===== src/design/koet_pkg.sv =====
// ----------------------------------------------------------------------------
// koet_pkg: shared types and constants for the keyed ordered entry table
// Holds capacity, status and operation codes, and the sequencer state type.
// ----------------------------------------------------------------------------
package koet_pkg;

  localparam int Capacity     = 16;
  localparam int PayloadBytes = 8;
  localparam int SlotW        = $clog2(Capacity);
  localparam int CountW       = $clog2(Capacity + 1);

  typedef logic [SlotW-1:0] slot_t;

  typedef enum logic [2:0] {
    OP_INSERT    = 3'd0,
    OP_REMOVE    = 3'd1,
    OP_FIND      = 3'd2,
    OP_FIND_NEXT = 3'd3,
    OP_FIND_PREV = 3'd4
  } op_t;

  typedef enum logic [2:0] {
    ST_OK           = 3'd0,
    ST_FULL         = 3'd1,
    ST_DUP          = 3'd2,
    ST_MISSING      = 3'd3,
    ST_NO_NEIGHBOUR = 3'd4
  } status_t;

  localparam logic REG_MAX_ENTRIES = 1'b0;
  localparam logic REG_DATA_BYTES  = 1'b1;

  typedef enum logic [3:0] {
    S_IDLE,
    S_SCAN,
    S_SCAN_WAIT,
    S_DECIDE,
    S_LINK,
    S_NBR,
    S_DONE
  } state_t;

  // Write request into the slot memory, with a write enable per field group.
  typedef struct packed {
    logic  key_we;
    logic  pay_we;
    logic  next_we;
    logic  prev_we;
    slot_t addr;
    logic [15:0] key;
    logic [63:0] pay;
    slot_t link;
  } mem_wr_t;

  typedef struct packed {
    logic [15:0] key;
    logic [63:0] pay;
    slot_t       next;
    slot_t       prev;
  } mem_rd_t;

endpackage


===== src/design/koet_slot_mem.sv =====
// ----------------------------------------------------------------------------
// koet_slot_mem: slot storage for keys, payloads and links
// Synchronous memory, one write and one read port, read data registered.
// ----------------------------------------------------------------------------
module koet_slot_mem (
  input  logic               clk,
  input  koet_pkg::mem_wr_t  wr,
  input  koet_pkg::slot_t    raddr,
  output koet_pkg::mem_rd_t  rd
);

  logic [15:0]     key_mem  [koet_pkg::Capacity];
  logic [63:0]     pay_mem  [koet_pkg::Capacity];
  koet_pkg::slot_t next_mem [koet_pkg::Capacity];
  koet_pkg::slot_t prev_mem [koet_pkg::Capacity];

  always_ff @(posedge clk) begin
    if (wr.key_we)  key_mem[wr.addr]  <= wr.key;
    if (wr.pay_we)  pay_mem[wr.addr]  <= wr.pay;
    if (wr.next_we) next_mem[wr.addr] <= wr.link;
    if (wr.prev_we) prev_mem[wr.addr] <= wr.link;
    rd.key  <= key_mem[raddr];
    rd.pay  <= pay_mem[raddr];
    rd.next <= next_mem[raddr];
    rd.prev <= prev_mem[raddr];
  end

endmodule


===== src/design/keyed_ordered_entry_table.sv =====
// ----------------------------------------------------------------------------
// keyed_ordered_entry_table: insertion-ordered keyed table
// Doubly linked list over a fixed slot memory with a scanning sequencer.
// ----------------------------------------------------------------------------
// Each start transfer runs one operation to completion; busy stays high until
// the result strobe. The key search reads all slots, one slot per cycle, from
// the slot memory (registered read data); a decide step follows, and done is
// strobed in the last busy cycle. Insert and removal of a middle entry add
// link-update writes before done; a find, find-next or find-prev adds a
// payload read. The next start is taken in the cycle after done. Unknown
// operations skip the scan and strobe done in the cycle after the transfer.
// The result is shown for exactly one cycle with done high; the receiver
// cannot stall it. Configuration writes take effect at once; issue them only
// while no operation is in progress.
module keyed_ordered_entry_table (
  input  logic        clk,
  input  logic        rst,
  input  logic        start,
  output logic        busy,
  input  logic [2:0]  operation,
  input  logic [15:0] key,
  input  logic [63:0] payload,
  input  logic        cfg_we,
  input  logic        cfg_index,
  input  logic [4:0]  cfg_data,
  output logic        done,
  output logic [2:0]  status,
  output logic [63:0] data_out,
  output logic [4:0]  entry_count
);

  localparam int SW = koet_pkg::SlotW;
  localparam int CW = koet_pkg::CountW;

  koet_pkg::state_t  state, state_next;
  koet_pkg::mem_wr_t wr;
  koet_pkg::mem_rd_t rd;
  koet_pkg::slot_t   raddr;

  // Held operation.
  logic [2:0]  op;
  logic [15:0] op_key;
  logic [63:0] op_pay;

  // Control state.
  logic [koet_pkg::Capacity-1:0] used;
  koet_pkg::slot_t head, tail;
  logic [CW-1:0]   total;
  logic [4:0]      max_entries;
  logic [3:0]      data_bytes;

  // Scan bookkeeping.
  logic [SW:0]     scan;
  koet_pkg::slot_t rd_slot;
  logic            rd_valid;
  logic            hit;
  koet_pkg::slot_t hit_slot;
  koet_pkg::slot_t hit_next, hit_prev;

  // Old tail, captured before the insert moves the tail pointer.
  koet_pkg::slot_t hit_prev_tail;

  // Link-update pass: step through up to two link writes.
  logic [1:0]      step;
  logic [2:0]      res_status;
  logic [63:0]     res_data;

  koet_slot_mem u_mem (
    .clk  (clk),
    .wr   (wr),
    .raddr(raddr),
    .rd   (rd)
  );

  // Free slot: lowest unused.
  koet_pkg::slot_t free_slot;
  logic            free_any;
  always_comb begin
    free_slot = '0;
    free_any  = 1'b0;
    for (int i = koet_pkg::Capacity - 1; i >= 0; i--) begin
      if (!used[i]) begin
        free_slot = SW'(i);
        free_any  = 1'b1;
      end
    end
  end

  logic [CW-1:0] limit;
  assign limit = (max_entries > 5'(koet_pkg::Capacity)) ? CW'(koet_pkg::Capacity)
                                                       : CW'(max_entries);

  logic [63:0] pay_mask;
  always_comb begin
    for (int b = 0; b < 8; b++) begin
      pay_mask[8*b +: 8] = ((b < koet_pkg::PayloadBytes) && (4'(b) < data_bytes))
                           ? 8'hFF : 8'h00;
    end
  end

  logic is_head, is_tail;
  assign is_head = (hit_slot == head);
  assign is_tail = (hit_slot == tail);

  // Insert goes ahead only with room under the limit and no matching key.
  logic insert_ok;
  assign insert_ok = (op == koet_pkg::OP_INSERT) && !(total >= limit || !free_any) && !hit;

  // Status of the held operation once the scan is over.
  logic [2:0] dec_status;
  always_comb begin
    dec_status = koet_pkg::ST_OK;
    if (op == koet_pkg::OP_INSERT) begin
      if (total >= limit || !free_any) begin
        dec_status = koet_pkg::ST_FULL;
      end else if (hit) begin
        dec_status = koet_pkg::ST_DUP;
      end
    end else if (op == koet_pkg::OP_REMOVE || op == koet_pkg::OP_FIND ||
                 op == koet_pkg::OP_FIND_NEXT || op == koet_pkg::OP_FIND_PREV) begin
      if (!hit) begin
        dec_status = koet_pkg::ST_MISSING;
      end else if (op == koet_pkg::OP_FIND_NEXT && is_tail) begin
        dec_status = koet_pkg::ST_NO_NEIGHBOUR;
      end else if (op == koet_pkg::OP_FIND_PREV && is_head) begin
        dec_status = koet_pkg::ST_NO_NEIGHBOUR;
      end
    end
  end

  always_ff @(posedge clk) begin
    if (rst) begin
      state       <= koet_pkg::S_IDLE;
      used        <= '0;
      head        <= '0;
      tail        <= '0;
      total       <= '0;
      max_entries <= 5'd16;
      data_bytes  <= 4'd8;
      rd_valid    <= 1'b0;
    end else begin
      state <= state_next;
      if (cfg_we) begin
        unique case (cfg_index)
          koet_pkg::REG_MAX_ENTRIES: max_entries <= cfg_data;
          koet_pkg::REG_DATA_BYTES:  data_bytes  <= cfg_data[3:0];
          default: ;
        endcase
      end
      // Track whether the memory read data belongs to a scan read.
      rd_valid <= (state == koet_pkg::S_SCAN) && used[scan[SW-1:0]];
      unique case (state)
        koet_pkg::S_IDLE: begin
          if (start) begin
            op     <= operation;
            op_key <= key;
            op_pay <= payload;
            scan   <= '0;
            hit    <= 1'b0;
            step   <= '0;
          end
        end
        koet_pkg::S_SCAN: begin
          rd_slot <= scan[SW-1:0];
          scan    <= scan + 1'b1;
        end
        koet_pkg::S_SCAN_WAIT: ;
        koet_pkg::S_DECIDE: begin
          res_status <= dec_status;
          res_data   <= '0;
          if (insert_ok) begin
            used[free_slot] <= 1'b1;
            if (total == '0) head <= free_slot;
            tail     <= free_slot;
            total    <= total + 1'b1;
            hit_slot <= free_slot;
          end else if (op == koet_pkg::OP_REMOVE && hit) begin
            if (is_head && is_tail) begin
              head <= '0;
              tail <= '0;
            end else if (is_head) begin
              head <= hit_next;
            end else if (is_tail) begin
              tail <= hit_prev;
            end
            used[hit_slot] <= 1'b0;
            total <= total - 1'b1;
          end
        end
        koet_pkg::S_LINK: step <= step + 1'b1;
        koet_pkg::S_NBR: if (res_status == koet_pkg::ST_OK) res_data <= rd.pay;
        koet_pkg::S_DONE: ;
        default: ;
      endcase
      if (state == koet_pkg::S_IDLE && start &&
          !(operation == koet_pkg::OP_INSERT || operation == koet_pkg::OP_REMOVE ||
            operation == koet_pkg::OP_FIND || operation == koet_pkg::OP_FIND_NEXT ||
            operation == koet_pkg::OP_FIND_PREV)) begin
        res_status <= koet_pkg::ST_OK;
        res_data   <= '0;
      end
      // Capture a scan hit.
      if (rd_valid && !hit && rd.key == op_key) begin
        hit      <= 1'b1;
        hit_slot <= rd_slot;
        hit_next <= rd.next;
        hit_prev <= rd.prev;
      end
    end
  end

  logic valid_op;
  assign valid_op = (operation == koet_pkg::OP_INSERT) || (operation == koet_pkg::OP_REMOVE) ||
                    (operation == koet_pkg::OP_FIND) || (operation == koet_pkg::OP_FIND_NEXT) ||
                    (operation == koet_pkg::OP_FIND_PREV);

  // Which memory writes and reads the sequencer issues.
  logic remove_mid;
  assign remove_mid = (op == koet_pkg::OP_REMOVE) && hit && !is_head && !is_tail;

  always_comb begin
    state_next = state;
    wr         = '0;
    raddr      = scan[SW-1:0];
    busy       = (state != koet_pkg::S_IDLE);
    done       = (state == koet_pkg::S_DONE);
    unique case (state)
      koet_pkg::S_IDLE: begin
        if (start) state_next = valid_op ? koet_pkg::S_SCAN : koet_pkg::S_DONE;
      end
      koet_pkg::S_SCAN: begin
        raddr = scan[SW-1:0];
        if (scan == (SW+1)'(koet_pkg::Capacity - 1)) state_next = koet_pkg::S_SCAN_WAIT;
      end
      koet_pkg::S_SCAN_WAIT: state_next = koet_pkg::S_DECIDE;
      koet_pkg::S_DECIDE: begin
        // The insert writes the new entry here; links follow.
        // A find reads its payload here and takes it in the next cycle.
        if (insert_ok) begin
          wr.key_we  = 1'b1;
          wr.pay_we  = 1'b1;
          wr.next_we = 1'b1;
          wr.addr    = free_slot;
          wr.key     = op_key;
          wr.pay     = op_pay & pay_mask;
          wr.link    = '0;
          state_next = koet_pkg::S_LINK;
        end else if (remove_mid) begin
          state_next = koet_pkg::S_LINK;
        end else if (hit && op == koet_pkg::OP_FIND) begin
          raddr      = hit_slot;
          state_next = koet_pkg::S_NBR;
        end else if (hit && op == koet_pkg::OP_FIND_NEXT && !is_tail) begin
          raddr      = hit_next;
          state_next = koet_pkg::S_NBR;
        end else if (hit && op == koet_pkg::OP_FIND_PREV && !is_head) begin
          raddr      = hit_prev;
          state_next = koet_pkg::S_NBR;
        end else begin
          state_next = koet_pkg::S_DONE;
        end
      end
      koet_pkg::S_LINK: begin
        // Insert: prev of new entry, then next of old tail.
        // Remove: next of predecessor, then prev of successor.
        if (op == koet_pkg::OP_INSERT) begin
          if (step == 2'd0) begin
            wr.prev_we = 1'b1;
            wr.addr    = hit_slot;
            wr.link    = (total == CW'(1)) ? '0 : hit_prev_tail;
          end else begin
            wr.next_we = (total != CW'(1));
            wr.addr    = hit_prev_tail;
            wr.link    = hit_slot;
          end
        end else begin
          if (step == 2'd0) begin
            wr.next_we = 1'b1;
            wr.addr    = hit_prev;
            wr.link    = hit_next;
          end else begin
            wr.prev_we = 1'b1;
            wr.addr    = hit_next;
            wr.link    = hit_prev;
          end
        end
        if (step == 2'd1) state_next = koet_pkg::S_DONE;
      end
      koet_pkg::S_NBR: state_next = koet_pkg::S_DONE;
      koet_pkg::S_DONE: state_next = koet_pkg::S_IDLE;
      default: state_next = koet_pkg::S_IDLE;
    endcase
  end

  always_ff @(posedge clk) begin
    if (state == koet_pkg::S_DECIDE) hit_prev_tail <= tail;
  end

  assign status      = res_status;
  assign data_out    = res_data;
  assign entry_count = 5'(total);

endmodule


===== config.mk =====
export PLATFORM = sky130hd
export DESIGN_NAME = keyed_ordered_entry_table
export DESIGN_NICKNAME = d
export VERILOG_FILES = /design/src/design/koet_pkg.sv /design/src/design/koet_slot_mem.sv /design/src/design/keyed_ordered_entry_table.sv
export SDC_FILE = /design/constraint.sdc
export NUM_CORES = 2
export LEC_CHECK = 0
export BUFFER_PORTS_ARGS = -buffer_cell sky130_fd_sc_hd__buf_4
export CORE_MARGIN = 2
export CORE_UTILIZATION = 55
export CTS_BUF_LIST = sky130_fd_sc_hd__clkbuf_4 sky130_fd_sc_hd__clkbuf_8
export CTS_CLUSTER_DIAMETER = 30
export DETAILED_ROUTE_END_ITERATION = 8
export PLACE_DENSITY = 0.72
export SLEW_MARGIN = 20
export SYNTH_ARGS = -nofsm -noshare
export SYNTH_HDL_FRONTEND = slang
export SYNTH_HIERARCHICAL = 1
export SYNTH_SLANG_ARGS = --single-unit

===== constraint.sdc =====
create_clock -name clk -period 16.44 [get_ports clk]
set_input_delay 4.932 -clock clk [delete_from_list [all_inputs] [get_ports clk]]
set_output_delay 4.932 -clock clk [all_outputs]
set_load 0.1 [all_outputs]

* Yosys cells after proc, flatten, opt, wreduce, memory -nomap -nowiden
Memories as Yosys holds them, arrays and structs flattened. A register that Yosys moved wholly into a read port is not among the register bits. Index checks and enable logic that the tools add are counted. W data, S select, Z words.
Word-level totals: register bits after elaboration 221, RAM bits 1408, input bits 93, memories 4
Memories:
- u_mem.pay_mem | depth 16, width 64, rd ports 1, clocked after Yosys merged registers in 1, write ports 1, line koet_slot_mem.sv:13 | logic [63:0] pay_mem [koet_pkg::Capacity];
- u_mem.key_mem | depth 16, width 16, rd ports 1, clocked after Yosys merged registers in 1, write ports 1, line koet_slot_mem.sv:12 | logic [15:0] key_mem [koet_pkg::Capacity];
- u_mem.next_mem | depth 16, width 4, rd ports 1, clocked after Yosys merged registers in 1, write ports 1, line koet_slot_mem.sv:14 | koet_pkg::slot_t next_mem [koet_pkg::Capacity];
- u_mem.prev_mem | depth 16, width 4, rd ports 1, clocked after Yosys merged registers in 1, write ports 1, line koet_slot_mem.sv:15 | koet_pkg::slot_t prev_mem [koet_pkg::Capacity];
Cells by class: add/sub/neg operators 4, $lt $le $gt $ge 15, equality and inequality tests 27, multiplexer cells 122, bitwise logic cells 6, reduce and logical (&&, ||, !) cells 67
Operator list (number):
- $mux W4 | 48
- $pmux W64 S2 | 1
- $mux W88 | 1
- $mux W80 | 1
- $and A64 B64 Y64 | 1
- $mux W64 | 1
- $mux W8 | 8
- $mux W1 | 33
- $mux W16 | 2
- $mux W3 | 8
- $pmux W4 S6 | 1
- $reduce_and A3 Y1 | 7
- $logic_and A1 B1 Y1 | 20
- $mux W5 | 4
- $and A16 B16 Y16 | 1
- $eq A16 B16 Y1 | 1
- $lt A3 B4 Y1 const A | 4
- $not A16 Y16 | 1
- $or A16 B16 Y16 | 1
- $pmux W4 S2 | 2
- $reduce_bool A2 Y1 | 8
- $lt A4 B5 Y1 const B | 3
- $eq A3 B2 Y1 const B | 4
- $eq A4 B3 Y1 const B | 3
- 39 further kinds | 77

* Logic depth before layout (Yosys ltp)
depth after elaboration 25, gate-level depth with buffers 14, depth with buffers taken out 12

* Modules after synthesis
The synthesis kept the hierarchy.
By module, submodules not included:
- koet_slot_mem | times used 1, cells each 2323, area each 54765.0 um^2, seq. area each 44042.2 um^2
- keyed_ordered_entry_table | times used 1, cells each 834, area each 10020.9 um^2, seq. area each 6185.9 um^2

* Worst setup path before layout
Ideal clock, no wire load.
kind input-to-reg, start input port rst, end register hit, enable pin, arrival 11436 ps, data required time 16122 ps, slack 4687 ps, stages 3, buffers on the path 1, cells stage by stage clkbuf_1 nor3_1 or2_2
Between the ends: word-level cells in the longest chain between the ends 2
RTL lines:
- start, declared | line keyed_ordered_entry_table.sv:17 | input logic rst,
- $not A1 Y1 (no source line)
- $reduce_and A3 Y1 (no source line)
- end signal, assigned | line keyed_ordered_entry_table.sv:159 | hit <= 1'b0;
- end signal, assigned | line keyed_ordered_entry_table.sv:204 | hit <= 1'b1;
- end, declared | line keyed_ordered_entry_table.sv:56 | logic hit;
Every way passes these cells. A chain may end at the register's enable or synchronous reset.

* Worst setup path after layout
start register state[1], end output port done
Between the ends: word-level cells in the longest chain between the ends 1
RTL lines:
- start, declared | line keyed_ordered_entry_table.sv:35 | koet_pkg::state_t state, state_next;
- start signal, assigned | line keyed_ordered_entry_table.sv:133 | state <= koet_pkg::S_IDLE;
- start signal, assigned | line keyed_ordered_entry_table.sv:142 | state <= state_next;
- $eq A4 B3 Y1 | line keyed_ordered_entry_table.sv:226 | done = (state == koet_pkg::S_DONE);
- end, declared | line keyed_ordered_entry_table.sv:26 | output logic done,
Every way passes these cells.

==> results by group <==
Status
  – Result of the run: finished clean

CTS
  – Number of post-CTS setup repair buffers: 0
  – Clock latency reported for the late side of the worst-skew pair: 990 ps
  – Maximum number of buffers from clock root to sink: 4
  – Root buffer cell: sky130_fd_sc_hd__clkbuf_8
  – Post-CTS Hold Buffers: 0
  – Post-cts sizing count: 0
  – H-tree Lvls: 5
  – Clock sink count: 1716
  – Clock tree from TritonCTS: built
  – Clock transition at the registers of the reported paths: 50 ps
  – Number of buffers created by CTS: 338

Worst setup path
  – Longest individual stage delay on the worst path: 620 ps
  – Buffers plus inverters on the worst setup path: 1
  – Category of the worst setup path capture point: output pin
  – Critical-path top delay cell: sky130_fd_sc_hd__dfxtp_1
  – Arrival time at the worst endpoint: 2050 ps
  – Type of origin of the critical path: flop
  – Crit-path leading delay family: flip-flops
  – Critical setup path kind: reg2out
  – Critical path data required time: 11510 ps
  – Ordered list of cells on the worst path: and3b_1, buf_4
  – Max Fanout on Critical Path: 15

Global routing
  – Number of antenna violations at the first check in global routing: 7
  – First-pass GRT wire length: 221000 µm
  – Largest net degree at the start of global routing: 170
  – GR Overflow Total: 0
  – Number of global-route vias before repair: 34537
  – Overall fraction of global-route tracks in use: 25.1%

Route
  – Routed wl met3: 13600 µm
  – Top layer used by detailed routing: met5
  – WL met2: 74000 µm
  – DRC Markers: 0
  – Post-DRT Antenna Nets: 0
  – Total wirelength of the detailed-routed design: 150000 µm
  – Drt initial violations: 3893
  – Vias: 33389
  – Per-cell via count in the routed design: 6.25
  – Drt wl/cell: 28.2 µm
  – Number of search-and-repair iterations in the first detailed-routing pass: 8
  – Met1 layer wirelength in the final routing: 59000 µm

Synth
  – XOR/XNOR Fraction of Synth Area: 0.351%
  – Adder and majority cell fraction of the synthesized area: 0.251%
  – Number of synthesized flops with an enable pin: 1586
  – Largest family of logic cells by synthesized area: multiplexers
  – Share of the yosys chip area belonging to registers: 77.5%
  – Top cell type's share of synthesized area: 73.5%
  – Post-synthesis net count: 3263
  – Biggest area contributors in the synthesized netlist: sky130_fd_sc_hd__edfxtp_1 (74%), sky130_fd_sc_hd__mux4_2 (13%), sky130_fd_sc_hd__dfxtp_1 (4.0%)
  – Register bit total from synthesis: 1716
  – Largest area contributor in the synthesized netlist: sky130_fd_sc_hd__edfxtp_1
  – Simple logic cell fraction of the synthesized area: 4.40%
  – Fraction of synthesis flops using an asynchronous set or reset pin: 0%
  – Share of cell area taken by muxes after synthesis: 12.8%
  – Synth cell types: 60
  – Dominant cell by count in the synthesized netlist: sky130_fd_sc_hd__edfxtp_1
  – Main flop type after synthesis: sky130_fd_sc_hd__edfxtp_1
  – Compound-Gate Fraction of Synth Area: 3.35%
  – Average instance area after synthesis: 20.5 µm²
  – Yosys warning total: 6
  – Commonest cells in the netlist: sky130_fd_sc_hd__edfxtp_1 (1586), sky130_fd_sc_hd__mux4_2 (360), sky130_fd_sc_hd__a22oi_1 (176)
  – Synthesized instance count: 3157
  – Post-Syn Area: 64800 µm²

Finish
  – Final core utilization: 64.6%
  – Net total in the final layout: 3661
  – Ratio of cells with drive above 1 in the final layout: 31.6%
  – Area added between synthesis and finish: 16.3%

STA
  – Setup Total Neg Slack: 0 ps
  – FMAX: 143 MHz
  – Crit path time final: 6980 ps
  – # setup viols final: 0
  – Final hold violations: 0
  – Ratio of final minimum period to clock period: 42.5%
  – Final clock skew: 107 ps
  – Slew at the pin closest to its max-slew limit: 1190 ps
  – Final Max Slew Viols: 0
  – RSZ-0062 raised after global routing: no
  – Worst slew margin: 20.4%

Die
  – Area of the die: 121000 µm²
  – Row count: 125
  – Horiz. Die Dim: 347 µm
  – Initial Util: 55.6%
  – I/O pin count: 167
  – Area of the placeable core: 117000 µm²
  – Die height: 347 µm

Power and ir drop
  – Power density over cell area: 143 nW/µm²
  – Standby leakage power: 22.2 nW
  – Maximum ir drop on the vdd rail: 0.0913 mV

Placement
  – Final Wtd Congestion: 0.843
  – Final HPWL from detailed placement: 77000 µm
  – PortBufs: 166

Run
  – Number of maximum-capacitance violations: 0

Min path
  – Worst min-delay path class: reg2reg
==> cell usage in the layout (no fill, tap or decap), types with 27 or more instances in the layout <==
master	n
sky130_fd_sc_hd__nand2_1	142
sky130_fd_sc_hd__bufinv_16	39
sky130_fd_sc_hd__clkbuf_8	375
sky130_fd_sc_hd__o21ai_0	33
sky130_fd_sc_hd__a22oi_1	176
sky130_fd_sc_hd__edfxtp_1	1586
sky130_fd_sc_hd__buf_4	223
sky130_fd_sc_hd__nor2_1	65
sky130_fd_sc_hd__clkbuf_4	69
sky130_fd_sc_hd__a21oi_1	33
sky130_fd_sc_hd__and3_1	85
sky130_fd_sc_hd__clkinvlp_4	27
sky130_fd_sc_hd__and2_1	113
sky130_fd_sc_hd__clkinv_2	37
sky130_fd_sc_hd__dfxtp_1	129
sky130_fd_sc_hd__mux4_2	360
sky130_fd_sc_hd__clkinv_1	28
==> final cells by class <==
class	instances	area (µm²)
flip-flops and latches	1716	50200
multi-input cells	1257	13800
diodes	2	5.00
clock inverters	154	1880
inverters	16	60.1
clock buffers	444	5680
well taps	1524	1910
repair buffers	226	1730
fillers	7418	41200
==> flip-flops by register name, indices dropped and copies added, names as in the netlist, 5 cells and up <==
register / cells
u_mem/key_mem: 256
data_out: 64
u_mem/rd: 88
scan: 5
max_entries: 5
op_pay: 64
u_mem/pay_mem: 1024
op_key: 16
used: 16
u_mem/prev_mem: 64
u_mem/next_mem: 64
entry_count: 5
==> kinds of logic (layout without fill, tap and decap cells) <==
kind of cell | count (synthesis) | in the layout
buf+inv | 184 | 840
mux | 374 | 374
xor+xnor | 26 | 26
fa+ha+maj | 13 | 13
compound gates | 306 | 306
flops | 1716 | 1716
other cells | 0 | 2
simple gates | 538 | 538
==> routing by layer <==
layer / vias up / global-route usage (%)
li1: 13876 / -
met1: 17376 / 34.8
met2: 1870 / 40.2
met3: 265 / 5.09
met4: 2 / 8.70
met5: - / 0
==> final timing paths <==
kind / from / endpoint / slack [ps] / cells after the start
setup / recovery: state[1] / done / 9460 / 2
hold / removal: u_mem/rd[3] / hit_prev[3] / 400 / 0
setup reg to reg: hit_slot[2] / u_mem/rd[30] / 9620 / 12
hold reg to reg: u_mem/rd[3] / hit_prev[3] / 400 / 0
==> stage by stage <==
stage / power, mW / hold slack, ps / cells / instance area (µm²) / worst slack (ps)
floorplan: 5.84 / 386 / 3157 / 64800 / 4690
global placement: 6.18 / 386 / 4739 / 67700 / 9170
detailed placement: 6.19 / 389 / 4739 / 67800 / 9160
CTS: 10.9 / 401 / 5337 / 75300 / 9390
global route: 11.1 / 408 / 5338 / 75300 / 8940
finish: 10.8 / 402 / 5339 / 75300 / 9460
==> worst register-to-register path, cell delays in order (launching register included) <==
cell	delay [ps]
sky130_fd_sc_hd__edfxtp_1	590
sky130_fd_sc_hd__xor2_1	240
sky130_fd_sc_hd__nor4_2	670
sky130_fd_sc_hd__nor3b_1	150
sky130_fd_sc_hd__nor3_1	810
sky130_fd_sc_hd__a2bb2oi_4	190
sky130_fd_sc_hd__buf_4	550
sky130_fd_sc_hd__buf_4	810
sky130_fd_sc_hd__buf_4	850
sky130_fd_sc_hd__buf_4	900
sky130_fd_sc_hd__mux4_2	620
sky130_fd_sc_hd__a22oi_1	240
sky130_fd_sc_hd__nand2_1	90
==> report_power, final <==
group | internal [mW] | total, mW | switching, mW
registers | 4.85 | 4.91 | 0.0656
logic | 0.404 | 1.19 | 0.782
clock network | 2.88 | 4.68 | 1.80
total | 8.13 | 10.8 | 2.65
Note: power is estimated with default switching activity, not from simulation.
